**src/hw/rtl/qwt_pkg.sv**
```systemverilog
package qwt_pkg;

    // scan modes; unused codes behave as between words
    typedef enum logic [2:0] {
        MODE_BETWEEN = 3'd0,
        MODE_PLAIN   = 3'd1,
        MODE_QUOTED  = 3'd2,
        MODE_ESCAPE  = 3'd3,
        MODE_COMMENT = 3'd4
    } t_mode;

    localparam logic [7:0] CH_NUL   = 8'h00;
    localparam logic [7:0] CH_SPACE = 8'h20;
    localparam logic [7:0] CH_TAB   = 8'h09;
    localparam logic [7:0] CH_CR    = 8'h0D;
    localparam logic [7:0] CH_QUOTE = 8'h22;
    localparam logic [7:0] CH_HASH  = 8'h23;
    localparam logic [7:0] CH_BSL   = 8'h5C;

    localparam int KEEP_WS_BIT   = 0;
    localparam int KEEP_HASH_BIT = 1;

    typedef struct packed {
        logic [7:0] out_byte;
        logic       has_byte;
        logic       word_end;
        logic       line_end;
        logic       comment_cut;
    } t_result;

    localparam t_result RESULT_NONE = '{
        out_byte: CH_NUL, has_byte: 1'b0, word_end: 1'b0,
        line_end: 1'b0, comment_cut: 1'b0
    };

endpackage

```
**src/hw/rtl/quoted_word_tokenizer.sv**
```systemverilog
// quoted word tokenizer: splits a line of bytes into words
//
// input channel (i_valid / o_ready) takes one byte of a line per handshake,
// with i_line_last marking its final byte; a zero byte also ends the line.
// output channel (o_valid / i_ready) delivers word characters and marks:
// o_has_byte with o_out_byte, o_word_end, o_line_end, o_comment_cut.
// skipped whitespace, opening quotes, escape backslashes and comment bytes
// produce no output word unless they end the line.
// i_cfg_we / i_cfg_data write the 2-bit keep flags (bit0 keep leading
// whitespace, bit1 treat hash as ordinary); write only while idle.
// an emitted output word is registered and appears in the cycle after its byte is accepted.
// throughput: one byte per cycle while the receiver does not stall, set by the single output register.
// when the receiver stalls, the held word stays put and o_ready follows
// i_ready, so a byte can still be taken in the cycle the held word leaves.
// reset (synchronous, active low) clears the keep flags, returns the scan
// mode to between words at line start and empties the output register.
module quoted_word_tokenizer (
    input  logic       i_clk,
    input  logic       i_rst_n,
    // byte input
    input  logic       i_valid,
    output logic       o_ready,
    input  logic [7:0] i_in_byte,
    input  logic       i_line_last,
    // word output
    output logic       o_valid,
    input  logic       i_ready,
    output logic [7:0] o_out_byte,
    output logic       o_has_byte,
    output logic       o_word_end,
    output logic       o_line_end,
    output logic       o_comment_cut,
    // keep flags register
    input  logic       i_cfg_we,
    input  logic [1:0] i_cfg_data
);
    import qwt_pkg::*;

    logic [1:0] r_keep_flags;
    t_mode      r_mode;
    t_mode      n_mode;
    logic       step_emit;
    t_result    step_result;
    t_result    held_result;
    logic       out_free;
    logic       accept;

    assign o_ready = out_free;
    assign accept  = i_valid && out_free;

    // config register, takes effect from the next byte
    always_ff @(posedge i_clk) begin
        if (!i_rst_n) begin
            r_keep_flags <= 2'b00;
        end else if (i_cfg_we) begin
            r_keep_flags <= i_cfg_data;
        end
    end

    // per-byte decode of scan mode and result word
    qwt_step u_step (
        .i_mode       (r_mode),
        .i_keep_flags (r_keep_flags),
        .i_in_byte    (i_in_byte),
        .i_line_last  (i_line_last),
        .o_next_mode  (n_mode),
        .o_emit       (step_emit),
        .o_result     (step_result)
    );

    // scan mode advances only on an accepted byte
    always_ff @(posedge i_clk) begin
        if (!i_rst_n) begin
            r_mode <= MODE_BETWEEN;
        end else if (accept) begin
            r_mode <= n_mode;
        end
    end

    // output register toward the receiver
    qwt_out_stage u_out (
        .i_clk    (i_clk),
        .i_rst_n  (i_rst_n),
        .i_load   (accept && step_emit),
        .i_result (step_result),
        .i_ready  (i_ready),
        .o_valid  (o_valid),
        .o_free   (out_free),
        .o_result (held_result)
    );

    assign o_out_byte    = held_result.out_byte;
    assign o_has_byte    = held_result.has_byte;
    assign o_word_end    = held_result.word_end;
    assign o_line_end    = held_result.line_end;
    assign o_comment_cut = held_result.comment_cut;

endmodule

```
**src/hw/rtl/qwt_step.sv**
```systemverilog
module qwt_step (
    input  qwt_pkg::t_mode   i_mode,
    input  logic [1:0]       i_keep_flags,
    input  logic [7:0]       i_in_byte,
    input  logic             i_line_last,
    output qwt_pkg::t_mode   o_next_mode,
    output logic             o_emit,
    output qwt_pkg::t_result o_result
);
    import qwt_pkg::*;

    logic is_nul;
    logic is_ws;
    logic is_quote;
    logic is_hash;
    logic is_bsl;
    logic skip_ws;
    logic cut_hash;

    assign is_nul   = (i_in_byte == CH_NUL);
    assign is_ws    = (i_in_byte == CH_SPACE) ||
                      ((i_in_byte >= CH_TAB) && (i_in_byte <= CH_CR));
    assign is_quote = (i_in_byte == CH_QUOTE);
    assign is_hash  = (i_in_byte == CH_HASH);
    assign is_bsl   = (i_in_byte == CH_BSL);
    assign skip_ws  = is_ws && !i_keep_flags[KEEP_WS_BIT];
    assign cut_hash = is_hash && !i_keep_flags[KEEP_HASH_BIT];

    // next mode
    always_comb begin
        o_next_mode = MODE_BETWEEN;
        case (i_mode)
            MODE_PLAIN: begin
                if (!(is_nul || is_ws) && !i_line_last) begin
                    o_next_mode = MODE_PLAIN;
                end
            end
            MODE_QUOTED: begin
                if (!is_nul && !is_quote && !i_line_last) begin
                    o_next_mode = is_bsl ? MODE_ESCAPE : MODE_QUOTED;
                end
            end
            MODE_ESCAPE: begin
                if (!is_nul && !i_line_last) begin
                    o_next_mode = MODE_QUOTED;
                end
            end
            MODE_COMMENT: begin
                if (!is_nul && !i_line_last) begin
                    o_next_mode = MODE_COMMENT;
                end
            end
            default: begin
                if (is_nul || skip_ws || i_line_last) begin
                    o_next_mode = MODE_BETWEEN;
                end else if (cut_hash) begin
                    o_next_mode = MODE_COMMENT;
                end else if (is_quote) begin
                    o_next_mode = MODE_QUOTED;
                end else if (!is_ws) begin
                    o_next_mode = MODE_PLAIN;
                end
            end
        endcase
    end

    // result word
    always_comb begin
        o_emit   = 1'b1;
        o_result = RESULT_NONE;
        case (i_mode)
            MODE_PLAIN: begin
                if (is_nul || is_ws) begin
                    o_result.word_end = 1'b1;
                    o_result.line_end = is_nul | i_line_last;
                end else begin
                    o_result.out_byte = i_in_byte;
                    o_result.has_byte = 1'b1;
                    o_result.word_end = i_line_last;
                    o_result.line_end = i_line_last;
                end
            end
            MODE_QUOTED: begin
                if (is_nul) begin
                    o_result.word_end = 1'b1;
                    o_result.line_end = 1'b1;
                end else if (is_quote) begin
                    o_result.word_end = 1'b1;
                    o_result.line_end = i_line_last;
                end else if (is_bsl) begin
                    // a trailing backslash is kept as a literal
                    o_emit            = i_line_last;
                    o_result.out_byte = CH_BSL;
                    o_result.has_byte = 1'b1;
                    o_result.word_end = 1'b1;
                    o_result.line_end = 1'b1;
                end else begin
                    o_result.out_byte = i_in_byte;
                    o_result.has_byte = 1'b1;
                    o_result.word_end = i_line_last;
                    o_result.line_end = i_line_last;
                end
            end
            MODE_ESCAPE: begin
                if (is_nul) begin
                    o_result.out_byte = CH_BSL;
                    o_result.has_byte = 1'b1;
                    o_result.word_end = 1'b1;
                    o_result.line_end = 1'b1;
                end else begin
                    o_result.out_byte = i_in_byte;
                    o_result.has_byte = 1'b1;
                    o_result.word_end = i_line_last;
                    o_result.line_end = i_line_last;
                end
            end
            MODE_COMMENT: begin
                o_emit               = is_nul | i_line_last;
                o_result.line_end    = 1'b1;
                o_result.comment_cut = 1'b1;
            end
            default: begin
                if (is_nul) begin
                    o_result.line_end = 1'b1;
                end else if (skip_ws) begin
                    o_emit            = i_line_last;
                    o_result.line_end = 1'b1;
                end else if (cut_hash) begin
                    o_emit               = i_line_last;
                    o_result.line_end    = 1'b1;
                    o_result.comment_cut = 1'b1;
                end else if (is_quote) begin
                    o_emit            = i_line_last;
                    o_result.word_end = 1'b1;
                    o_result.line_end = 1'b1;
                end else if (is_ws) begin
                    // kept whitespace closes an empty word
                    o_result.word_end = 1'b1;
                    o_result.line_end = i_line_last;
                end else begin
                    o_result.out_byte = i_in_byte;
                    o_result.has_byte = 1'b1;
                    o_result.word_end = i_line_last;
                    o_result.line_end = i_line_last;
                end
            end
        endcase
    end

endmodule

```
**src/hw/rtl/qwt_out_stage.sv**
```systemverilog
module qwt_out_stage (
    input  logic             i_clk,
    input  logic             i_rst_n,
    input  logic             i_load,
    input  qwt_pkg::t_result i_result,
    input  logic             i_ready,
    output logic             o_valid,
    output logic             o_free,
    output qwt_pkg::t_result o_result
);
    import qwt_pkg::*;

    logic    r_valid;
    logic    n_valid;
    t_result r_result;

    // free when empty or when the held word leaves this cycle
    assign o_free = !r_valid || i_ready;

    always_comb begin
        n_valid = r_valid;
        if (i_load) begin
            n_valid = 1'b1;
        end else if (i_ready) begin
            n_valid = 1'b0;
        end
    end

    always_ff @(posedge i_clk) begin
        if (!i_rst_n) begin
            r_valid <= 1'b0;
        end else begin
            r_valid <= n_valid;
        end
    end

    always_ff @(posedge i_clk) begin
        if (i_load) begin
            r_result <= i_result;
        end
    end

    assign o_valid  = r_valid;
    assign o_result = r_result;

endmodule
```
**config.mk**
```make
export PLATFORM = sky130hd
export DESIGN_NAME = quoted_word_tokenizer
export DESIGN_NICKNAME = d
export VERILOG_FILES = /design/src/hw/rtl/qwt_pkg.sv /design/src/hw/rtl/quoted_word_tokenizer.sv /design/src/hw/rtl/qwt_step.sv /design/src/hw/rtl/qwt_out_stage.sv
export SDC_FILE = /design/constraint.sdc
export NUM_CORES = 1
export LEC_CHECK = 0
export BUFFER_PORTS_ARGS = -buffer_cell sky130_fd_sc_hd__buf_2
export CAP_MARGIN = 20
export CORE_MARGIN = 2
export CORE_UTILIZATION = 56
export DETAILED_ROUTE_END_ITERATION = 16
export GPL_ROUTABILITY_DRIVEN = 0
export PLACE_DENSITY_LB_ADDON = 0.2
export SETUP_SLACK_MARGIN = 0.05
export SLEW_MARGIN = 20
export SYNTH_ARGS = -nofsm -noshare
export SYNTH_HDL_FRONTEND = slang
export SYNTH_SLANG_ARGS = --single-unit
```
**constraint.sdc**
```tcl
create_clock -name i_clk -period 4.15 [get_ports i_clk]
set_input_delay 0.6225 -clock i_clk [delete_from_list [all_inputs] [get_ports i_clk]]
set_output_delay 0.6225 -clock i_clk [all_outputs]
set_load 0.02 [all_outputs]
```
==> impl_metrics.tcl <==
set metrics [dict create \
    outcome "completed" \
    syn_area_per_cell_um2 9.75 \
    end_kind "flop" \
    postCtsSetupRepairBufs 0 \
    count_of_inserted_antenna_diode_cells 0 \
    syn_nets 136 \
    fp.dieW_um 49.7 \
    pin_count_of_the_biggest_net_entering_global_routing 15 \
    crit_chain "buf_2 -> o21ba_2 -> o211ai_1 -> o221ai_1 -> a21o_1 -> a31oi_1 -> buf_4" \
    timing.max_cap.violations 0 \
    final.period_utilization_pct 52.2 \
    synth_cells 120 \
    max_stage_delay_ps 320 \
    path_buf_inv 2 \
    clock.fmax_ghz 0.461 \
    drive_gt1_share_pct 30.2 \
    post-route-cell-area_um2 1370 \
    cp.arrival_ps 2180 \
    maxSlewHeadroom_pct 68.3 \
    synth_ff_type "edfxtp_1" \
    via_count 1101 \
    grt_pass1_wl_mm 4.40 \
    synth_compound_gate_area_share_pct 26.0 \
    grt.overflow.total 0 \
    cts_tree "built" \
    combinational_family_with_the_most_area_after_synthesis "simple AND/OR/NAND/NOR gates" \
    synth-warning-count 0 \
    dp.final_hpwl_mm 2.06 \
    cp_num_cells 7 \
    synth.ff_latch_count 18 \
    timing_worst_setup_path_type "in -> reg" \
    layout.cells.most_common "buf_2" \
    synth_simple_gate_area_share_pct 27.0 \
    wirelength_mm 2.71 \
    report.power.total_w 0.000423 \
    routedWlPerCell_um 15.4 \
    critical_path.slowest_cell "o211ai_1" \
    synth_cell_types 53 \
    synth_xor_area_share_pct 0.749 \
    grt_antenna_before_repair 0 \
    startpoint "i_in_byte[1]" \
    cp-endpoint "u_out.o_result[8]" \
    cp-start-kind "input port" \
    r2r_cells 6 \
    synthAdderAreaFrac_pct 0.856 \
    cts_resized 0 \
    synth.yosys.seq_area_share_pct 41.1 \
    max-clock-path-buffers 2 \
    number_of_global_route_vias_before_repair 957 \
    setup_repair_after_global_routing_missed_its_margin "false" \
    via_density_per_instance 6.26 \
    worst_hold_class "reg -> reg" \
    number_of_pins_exceeding_their_max_slew_limit_in_the_final_report 0 \
    async_reset_ff_share_pct 0 \
    clk_slew_on_worst_s_h_paths_ps 110 \
    setup_total_negative_slack_ps 0 \
    die-height_um 49.7 \
    most-common-layout-cells "buf_2, nor2_1, edfxtp_1, nand2_1, dfxtp_1" \
    worstSkewPairLatency_ps 300 \
    timing_hold_violations_final 0 \
    initial_utilization_pct 59.6 \
    pwr_density_cell_nw_per_um2 308 \
    drt_iter0_drc 43 \
    core-area_um2 1960 \
    finalSetupViolations 0 \
    htreeDepth 1 \
    cts.hold.buffers_added 0 \
    r2r-end "u_out.o_result[8]" \
    final_net_count 166 \
    port_buffers 29 \
    drt_pre_antenna_iters 4 \
    total_of_fill_cells_in_the_finished_design 167 \
    cts_root_buffer "clkbuf_4" \
    synth_enable_flop_cells 12 \
    worst-r2r-setup-slack_ps 2200 \
    groute.usage.overall_pct 23.8 \
    cts_inserted_buffers 3 \
    synth.mux.area_fraction_pct 1.71 \
    final.setup_skew_ps 7.23 \
    leakagePower_nw 0.527 \
    flow.area_growth_from_synthesis_pct 17.3 \
    vdd_ir_drop_max_v 0.000190 \
    top_level_ports 30 \
    clkSinkCount 18 \
    std_cell_rows 16 \
    r2r-start "r_mode[2]" \
    drtAntennaViolNets 0 \
    slew_at_the_pin_closest_to_its_max_slew_limit_ps 474 \
    timing.critical_path.fanout_max 12 \
    total_placed_instance_area_um2 1340 \
    critPathTopFamily "compound AO/OA/AOI/OAI gates" \
    post-route-drc-count 0 \
    syn-cell-area_um2 1170 \
    worstPathRequired_ps 4160 \
    dieArea_um2 2470 \
    period_needed_ps 2170 \
]
sequential cells by signal, summed over array words and instances (netlist names):
name            cells
r_keep_flags        2
u_out.o_result     12
u_out.o_valid       1
r_mode              3
cells by family after synthesis:
kind of cell	count (synthesis)
and+or+nand+nor	51
AOI/OAI and AO/OA	39
DFF	18
buffers and inverters	8
muxes	2
xor gates and xnor gates	1
adders and majority gates	1
cells in the mapped netlist, drive strengths merged (2+ instances only):
| cell | number | share of area [%] |
|---|---|---|
| or3 | 2 | 1.5 |
| a22oi | 2 | 1.7 |
| a21o | 3 | 1.9 |
| inv | 3 | 0.96 |
| and3 | 3 | 1.6 |
| nand3 | 3 | 1.3 |
| o221a | 2 | 1.9 |
| o21a | 5 | 3.2 |
| edfxtp | 12 | 31 |
| nand4 | 2 | 1.1 |
| and2 | 5 | 2.7 |
| nor3 | 3 | 1.7 |
| dfxtp | 6 | 10 |
| o21ai | 4 | 1.7 |
| o31ai | 2 | 1.3 |
| nand3b | 2 | 1.3 |
| nor2 | 13 | 4.4 |
| clkbuf | 4 | 1.3 |
| nor3b | 2 | 2.2 |
| nand2 | 7 | 2.2 |
| a31oi | 2 | 1.1 |
| nor2b | 2 | 1.1 |
| a21oi | 4 | 1.7 |
| mux2i | 2 | 1.7 |
| o211ai | 3 | 1.9 |
| o221ai | 2 | 1.5 |
| a211oi | 2 | 1.7 |
layout make-up:
class | count | area [um^2] | share of cell area [%]
Timing Repair Buffer | 30 | 153 | 11.1
Tap cell | 27 | 33.8 | 2.46
Multi-Input combinational cell | 94 | 658 | 47.9
Inverter | 3 | 11.3 | 0.820
Clock buffer | 4 | 36.3 | 2.64
Sequential cell | 18 | 480 | 35.0
stage by stage:
stage / setup WS, ps / cells / util (%) / hold WS (ps)
CTS: 2020 / 176 / 70.0 / 546
global placement: 1730 / 172 / 68.1 / 495
floorplan: 1440 / 120 / - / 476
finish: 1980 / 176 / 70.0 / 539
global route: 1910 / 176 / 70.0 / 577
detailed placement: 1690 / 172 / 68.1 / 523
layer usage:
metal / track usage [%] / wire length, um / part of all wire, % / up-vias
li1: - / - / - / 527
met1: 31.6 / 1210 / 44 / 509
met2: 38.7 / 1260 / 47 / 56
met3: 3.03 / 165 / 6.1 / 9
met4: 11.1 / 76 / 2.8 / 0
met5: 0 / 0 / 0 / -
where the power goes:
part / switching (W) / internal (W) / leakage [nW]
sequential: 0.00000894 / 0.000208 / 0.165
clock: 0.0000556 / 0.0000535 / 0.0210
combinational: 0.0000581 / 0.0000387 / 0.341
worst register-to-register path: stages (launching register included):
cell,delay (ps)
dfxtp_1,630
inv_1,160
nand2_1,170
nor3_1,70
a21o_1,210
a31oi_1,190
buf_4,220
worst min-delay path by stage:
stage	cells past startpoint	to	start	slack (ps)
detailed placement	2	r_keep_flags[1]	r_keep_flags[1]	520
CTS	2	r_keep_flags[1]	r_keep_flags[1]	550
global route	2	r_keep_flags[1]	r_keep_flags[1]	580
floorplan	2	r_keep_flags[1]	r_keep_flags[1]	480
finish	2	r_keep_flags[1]	r_keep_flags[1]	540
global placement	2	r_keep_flags[1]	r_keep_flags[1]	490
Note: power is estimated with default switching activity, not from simulation.
